==> src/design/gamepad_to_pointer_packet_macros.svh <==
// Assertion helpers for the pointer packet encoder.
`ifndef GAMEPAD_TO_POINTER_PACKET_MACROS_SVH
`define GAMEPAD_TO_POINTER_PACKET_MACROS_SVH

// Same-cycle implication, checked out of reset.
`define GTPP_ASSERT_IMPL(label, ante, cons, msg) \
    label: assert property (@(posedge clk) disable iff (!rst_n) (ante) |-> (cons)) \
        else $error(msg);

// Next-cycle implication, checked out of reset.
`define GTPP_ASSERT_NEXT(label, ante, cons, msg) \
    label: assert property (@(posedge clk) disable iff (!rst_n) (ante) |=> (cons)) \
        else $error(msg);

`endif

==> src/design/gtpp_pkg.sv <==
`default_nettype none

package gtpp_pkg;

    localparam logic [7:0] ID_BYTE      = 8'hCA;
    localparam logic [7:0] NEUTRAL_AXIS = 8'd127;
    localparam logic [7:0] BYTE0_IDLE   = 8'hC0;
    localparam logic [7:0] BYTEX_IDLE   = 8'h80;
    localparam logic [7:0] BYTEX_MASK   = 8'hBF;
    localparam logic [2:0] LEVEL_RESET  = 3'd3;
    localparam logic [2:0] LEVEL_MIN    = 3'd1;
    localparam logic [2:0] LEVEL_MAX    = 3'd5;

    typedef struct packed {
        logic [1:0] hi;
        logic [7:0] lo;
    } axis_t;

    function automatic logic [7:0] far_step(input logic [2:0] lvl);
        logic [7:0] v;
        unique case (lvl)
            3'd1:    v = 8'd130;
            3'd2:    v = 8'd149;
            3'd3:    v = 8'd170;
            3'd4:    v = 8'd202;
            default: v = 8'd254;
        endcase
        return v;
    endfunction

    function automatic logic [7:0] near_step(input logic [2:0] lvl);
        logic [7:0] v;
        unique case (lvl)
            3'd1:    v = 8'd125;
            3'd2:    v = 8'd106;
            3'd3:    v = 8'd85;
            3'd4:    v = 8'd53;
            default: v = 8'd1;
        endcase
        return v;
    endfunction

    // Axis magnitude from the directions, then split into packet bits.
    function automatic axis_t pack_axis(input logic neg, input logic pos,
                                        input logic [2:0] lvl);
        axis_t      a;
        logic [7:0] v;
        logic [7:0] t;
        if (pos)
            v = near_step(lvl);
        else if (neg)
            v = far_step(lvl);
        else
            v = NEUTRAL_AXIS;
        t    = (v ^ 8'h7F) + 8'd1;
        a.lo = BYTEX_IDLE;
        a.hi = 2'b00;
        if (v != NEUTRAL_AXIS)
        begin
            a.lo = (BYTEX_IDLE | t) & BYTEX_MASK;
            if (v < NEUTRAL_AXIS)
                a.hi = {1'b0, t[6]};
            else
                a.hi = {1'b1, t[6]};
        end
        return a;
    endfunction

endpackage

`default_nettype wire

==> src/design/gamepad_to_pointer_packet.sv <==
// Pointer packet encoder for a ten-button game pad.
// Input stream s_axis: one poll word per handshake (id request, pad valid,
// button bits). Output stream m_axis: the serial bytes for the host, the id
// byte 0xCA first on a request, then the three packet bytes when the packet
// must go out; tlast marks the final byte of each poll. A poll may give no
// byte at all.
// Flow: a taken word is registered in the input register, then its bytes are
// loaded into the result register, which drives m_axis_tdata; a poll gives up
// to 4 bytes, and one with none skips the result register. The input register
// takes the next word while the result drains, so polls follow back to back.
// Reset: speed level 3, held flags and previous byte0 cleared, both stages
// empty.
// Stall: when m_axis_tready is low the current byte holds; when the input
// word has bytes and the result register is busy, s_axis_tready drops.
`default_nettype none
`include "gamepad_to_pointer_packet_macros.svh"

module gamepad_to_pointer_packet
(
    input  wire logic        clk,
    input  wire logic        rst_n,
    input  wire logic        s_axis_tvalid,
    output logic             s_axis_tready,
    input  wire logic [15:0] s_axis_tdata,  // id_request, pad_valid, buttons[9:0], zero pad
    output logic             m_axis_tvalid,
    input  wire logic        m_axis_tready,
    output logic [7:0]       m_axis_tdata,  // out_byte
    output logic             m_axis_tlast
);

    logic        in_valid_reg;
    logic        req_reg;
    logic        pad_reg;
    logic [9:0]  btn_reg;

    logic [2:0]  speed_level_reg, speed_level_next;
    logic        start_held_reg, start_held_next;
    logic        select_held_reg, select_held_next;
    logic [7:0]  prev_byte0_reg;

    logic [31:0] res_data_reg, res_data_next;
    logic [2:0]  res_left_reg;
    logic [2:0]  n_bytes;

    logic        s_take, m_take, res_free, advance, load;
    logic [2:0]  lvl_up;
    logic [7:0]  b0, b1, b2;
    logic        send;
    gtpp_pkg::axis_t ax_x, ax_y;

    assign m_take   = m_axis_tvalid && m_axis_tready;
    assign res_free = (res_left_reg == 3'd0) || (m_take && res_left_reg == 3'd1);
    assign advance  = in_valid_reg && ((n_bytes == 3'd0) || res_free);
    assign load     = advance && (n_bytes != 3'd0);
    assign s_axis_tready = !in_valid_reg || advance;
    assign s_take   = s_axis_tvalid && s_axis_tready;

    always_comb
    begin
        start_held_next  = start_held_reg;
        select_held_next = select_held_reg;
        lvl_up           = speed_level_reg;
        speed_level_next = speed_level_reg;
        b0 = gtpp_pkg::BYTE0_IDLE;
        b1 = gtpp_pkg::BYTEX_IDLE;
        b2 = gtpp_pkg::BYTEX_IDLE;
        ax_x = '0;
        ax_y = '0;
        if (pad_reg)
        begin
            start_held_next  = btn_reg[8];
            select_held_next = btn_reg[9];
            if (btn_reg[8] && !start_held_reg && speed_level_reg < gtpp_pkg::LEVEL_MAX)
                lvl_up = speed_level_reg + 3'd1;
            speed_level_next = lvl_up;
            if (btn_reg[9] && !select_held_reg && lvl_up > gtpp_pkg::LEVEL_MIN)
                speed_level_next = lvl_up - 3'd1;
            ax_x = gtpp_pkg::pack_axis(btn_reg[0], btn_reg[1], speed_level_next);
            ax_y = gtpp_pkg::pack_axis(btn_reg[2], btn_reg[3], speed_level_next);
            b1 = ax_x.lo;
            b2 = ax_y.lo;
            b0 = {2'b11,
                  btn_reg[4] | btn_reg[6] | btn_reg[7],
                  btn_reg[5] | btn_reg[6] | btn_reg[7],
                  ax_y.hi, ax_x.hi};
        end
        send = (b0 != prev_byte0_reg) || (b1 != gtpp_pkg::BYTEX_IDLE)
            || (b2 != gtpp_pkg::BYTEX_IDLE) || (b0[3:0] != 4'd0);
        n_bytes = {2'b00, req_reg} + (send ? 3'd3 : 3'd0);
        if (req_reg)
            res_data_next = {b2, b1, b0, gtpp_pkg::ID_BYTE};
        else
            res_data_next = {8'h00, b2, b1, b0};
    end

    always_ff @(posedge clk or negedge rst_n)
    begin
        if (!rst_n)
        begin
            in_valid_reg    <= 1'b0;
            res_left_reg    <= 3'd0;
            speed_level_reg <= gtpp_pkg::LEVEL_RESET;
            start_held_reg  <= 1'b0;
            select_held_reg <= 1'b0;
            prev_byte0_reg  <= 8'h00;
        end
        else
        begin
            if (s_take)
                in_valid_reg <= 1'b1;
            else if (advance)
                in_valid_reg <= 1'b0;
            if (advance)
            begin
                speed_level_reg <= speed_level_next;
                start_held_reg  <= start_held_next;
                select_held_reg <= select_held_next;
                prev_byte0_reg  <= b0;
            end
            if (load)
                res_left_reg <= n_bytes;
            else if (m_take)
                res_left_reg <= res_left_reg - 3'd1;
        end
    end

    always_ff @(posedge clk)
    begin
        if (s_take)
        begin
            req_reg <= s_axis_tdata[0];
            pad_reg <= s_axis_tdata[1];
            btn_reg <= s_axis_tdata[11:2];
        end
        if (load)
            res_data_reg <= res_data_next;
        else if (m_take)
            res_data_reg <= {8'h00, res_data_reg[31:8]};
    end

    assign m_axis_tvalid = (res_left_reg != 3'd0);
    assign m_axis_tdata  = res_data_reg[7:0];
    assign m_axis_tlast  = (res_left_reg == 3'd1);

    `GTPP_ASSERT_IMPL(a_level_range, 1'b1, speed_level_reg >= gtpp_pkg::LEVEL_MIN && speed_level_reg <= gtpp_pkg::LEVEL_MAX, "speed level out of range")
    `GTPP_ASSERT_IMPL(a_left_range, 1'b1, res_left_reg <= 3'd4, "byte count out of range")
    `GTPP_ASSERT_NEXT(a_burst_whole, m_take && !m_axis_tlast, m_axis_tvalid, "poll bytes broken up")
    `GTPP_ASSERT_NEXT(a_load_count, load, res_left_reg == $past(n_bytes), "byte count not loaded")

endmodule

`default_nettype wire
==> config.mk <==
export PLATFORM = sky130hd
export DESIGN_NAME = gamepad_to_pointer_packet
export DESIGN_NICKNAME = d
export VERILOG_FILES = /design/src/design/gtpp_pkg.sv /design/src/design/gamepad_to_pointer_packet.sv
export VERILOG_INCLUDE_DIRS = /design/src /design/src/design
export SDC_FILE = /design/constraint.sdc
export NUM_CORES = 1
export LEC_CHECK = 0
export ABC_AREA = 1
export BUFFER_PORTS_ARGS = -buffer_cell sky130_fd_sc_hd__buf_2
export CORE_ASPECT_RATIO = 1.4
export CORE_UTILIZATION = 30
export DETAILED_ROUTE_END_ITERATION = 10
export SYNTH_ARGS = -nofsm -noshare
export SYNTH_HDL_FRONTEND = slang
export SYNTH_SLANG_ARGS = --single-unit
==> constraint.sdc <==
create_clock -name clk -period 3.5 [get_ports clk]
set_clock_uncertainty 0.1 [all_clocks]
set_input_delay 0.175 -clock clk [delete_from_list [all_inputs] [get_ports clk]]
set_output_delay 0.175 -clock clk [all_outputs]
set_load 0.01 [all_outputs]
==> metrics.csv <==
metric,value,unit
tightest_slew,0.504,ns
wl_met3,143,µm
synth_nets,342,
hold_depth,3,
crit_family,simple AND/OR/NAND/NOR gates,
cts_buffers,5,
p_leak,1.55,nW
layout.cells.non_filler,487,
crit_path_max_fanout,8,
detailedRoute.firstPassIterationCount,4,
area_growth,18.8,%
drt-vias-per-instance,4.57,
ant_nets,0,
clockRootBuffer,clkbuf_16,
overflow,0,
synth_compound_area_frac,0.0857,
core-area,9560,µm²
maxCapViolations,0,
drc_errors,0,
cp.arrival,3.10,ns
die_x,86.4,µm
largest_register_ff_count,28,
topRoutingLayerUsed,met4,
outcome,"finished, final reports clean",
synth.avg_cell_area,9.57,µm²
n_antenna_cell,0,
path_cells,nor2_1 -> inv_1 -> nor2_1 -> xor2_1 -> nor4_1 -> nand2_1 -> nor2_1 -> ha_1 -> inv_1 -> nand3_1 -> nand2_2 -> nor2_4 -> inv_2 -> nor2_2 -> inv_1 -> o21ai_0,
holdCritPathClass,in -> reg,
synth_ff_type,edfxtp_1,
ys_seq_area_frac,0.536,
vias,2226,
clkTransAtPathRegs,0.07,ns
yosys_warnings,0,
fmax,0.326,GHz
synth-xor-area-share,0.0146,
grt_pass1_vias,2230,
synth-edff-count,40,
endpoint_kind,flop,
initial_utilization,0.313,
synth_fa_ha_area_frac,0.0376,
worst_ep_required_time,3.54,ns
clock_latency,0.29,ns
clock_sinks,56,
detail_route.wl_per_cell,12.0,µm
die_y,120,µm
powerDensity,1010,nW/µm²
dp.cells,466,
wl_met1,2.42,mm
seqCellArea,1600,µm²
multi_input_area,1170,µm²
fill_cells,1009,
syn-cell-area,2990,µm²
grt_setup_unrepaired,false,
wl,5.85,mm
syn_inst,313,
wl_met2,3.07,mm
hold_viol,0,
start_kind,flop,
r2r-end,res_data_reg[5]$_DFFE_PP_,
synth_area_leaders,"edfxtp_1 (40%), dfrtp_1 (12%), nand2_1 (9.2%)",
gp_congestion,0.876,
track_usage,0.126,
postCtsHoldBufs,13,
r2r_start,btn_reg[3]$_DFFE_PP_,
finalCritPeriodShare,0.876,
nNetsFinal,383,
hpwlAfterDp,4.46,mm
cts_tree,built,
min_period,3.06,ns
synth-simple-area-share,0.252,
ctsResizeCount,0,
cp_slowest_cell,edfxtp_1,
r2r_cells,16,
critPathKind,reg -> reg,
clockBufferDepth,2,
min_to,in_valid_reg$_DFFE_PN0P_,
detail_route.iter0.violations,99,
synth_top_area_share,0.401,
p_total,3.60,mW
port_buffers,26,
h-tree-depth,2,
drive_gt1_frac,0.208,
r2r_slack,0.44,ns
setup_viol,0,
antenna_found_initial,0,
vdd_ir_drop_max,275,µV
async_flop_share,0.286,
cp_slowest_stage_delay,0.44,ns
critPathBufInv,4,
grt_max_degree,29,
ios,31,
dieArea,10400,µm²
muxShareOfSynthArea,0,
synth_area_leader_cell,edfxtp_1,
fin_tns_setup,0,ns
drv_slew,0,
cts_setup_buffers,0,
relSlewSlack,0.664,
grt_pass1_wl,10.2,mm
ys_ff_latch,56,
synth_top_family_by_area,simple AND/OR/NAND/NOR gates,
hp-start,s_axis_tvalid,
placementRows,42,
synth_cell_type_count,35,
[cell usage after synthesis (6+ instances only)]
| cell | n |
|---|---|
| inv_1 | 35 |
| edfxtp_1 | 40 |
| dfrtp_1 | 14 |
| o21ai_1 | 6 |
| o21ai_0 | 18 |
| ha_1 | 9 |
| buf_4 | 8 |
| nor2_1 | 13 |
| nand2_2 | 9 |
| nand2_1 | 73 |
| nand4_1 | 13 |
| nand3_1 | 28 |
[final cells by class]
class	instances	share of cell area
sequential	56	0.451
multi-input combinational	207	0.328
timing repair buffer	47	0.0935
tap	132	0.0464
clock buffer	6	0.0390
inverter	37	0.0390
clock inverter	2	0.00281
[metal layers]
layer / track usage / up-vias
met5: 0 / -
met2: 0.227 / 26
met4: 0.0646 / 0
met3: 0.0239 / 11
li1: - / 1145
met1: 0.140 / 1044
[cell families after synthesis]
| logic type | Yosys count |
|---|---|
| buffers and inverters | 50 |
| adder cells (fa/ha/maj) | 9 |
| XOR/XNOR | 5 |
| AND/OR/NAND/NOR | 153 |
| AO/OA/AOI/OAI | 40 |
| flip-flops | 56 |
[power breakdown]
| part | switching (mW) | internal [mW] | total [mW] |
|---|---|---|---|
| clock network | 0.217 | 0.282 | 0.499 |
| logic | 1.21 | 0.645 | 1.86 |
| registers | 0.118 | 1.13 | 1.25 |
[through the flow]
step	area (µm²)	setup WS (ns)	utilization	hold WS, ns
after floorplan	2990	0.170	-	-0.221
after global placement	3280	0.397	0.343	0.00711
after detailed placement	3280	0.388	0.343	0.0189
after CTS	3560	0.363	0.372	0.000921
after global routing	3560	0.0537	0.372	0.00372
final	3560	0.435	0.372	0.00403
[worst max path at each step]
stage | depth (start not counted) | to | start | slack, ns
after floorplan | 15 | res_data_reg[0]$_DFFE_PP_ | btn_reg[3]$_DFFE_PP_ | 0.17
after global placement | 16 | res_data_reg[17]$_DFFE_PP_ | btn_reg[3]$_DFFE_PP_ | 0.40
after detailed placement | 16 | res_data_reg[17]$_DFFE_PP_ | btn_reg[3]$_DFFE_PP_ | 0.39
after CTS | 16 | res_data_reg[17]$_DFFE_PP_ | btn_reg[3]$_DFFE_PP_ | 0.36
after global routing | 16 | res_data_reg[5]$_DFFE_PP_ | btn_reg[3]$_DFFE_PP_ | 0.05
final | 16 | res_data_reg[5]$_DFFE_PP_ | btn_reg[3]$_DFFE_PP_ | 0.44
[placed cells by master (no fill, tap or decap), drive strengths merged]
cell type	synthesis	layout
a22oi	1	1
dfrtp	14	14
nor4	1	1
and3	1	1
dfstp	2	2
or4	1	1
a2bb2oi	2	2
inv	37	37
nand4	13	13
buf	11	34
a21oi	4	4
or2	4	4
xor2	3	3
xnor2	2	2
a31o	1	1
ha	9	9
clkbuf	2	6
o21ai	26	26
dlygate4sd3	0	13
nand3	34	34
edfxtp	40	40
nor2	17	17
o311ai	2	2
o211ai	4	4
nand2	82	82
clkinv	0	2
[worst reg2reg max path, stage by stage (launching register included)]
cell and delay, ns:
edfxtp_1 0.44, nor2_1 0.17, inv_1 0.11, nor2_1 0.21, xor2_1 0.10, nor4_1 0.30
nand2_1 0.08, nor2_1 0.13, ha_1 0.23, inv_1 0.07, nand3_1 0.09, nand2_2 0.08
nor2_4 0.09, inv_2 0.09, nor2_2 0.23, inv_1 0.21, o21ai_0 0.19
Note: power is estimated with default switching activity, not from simulation.
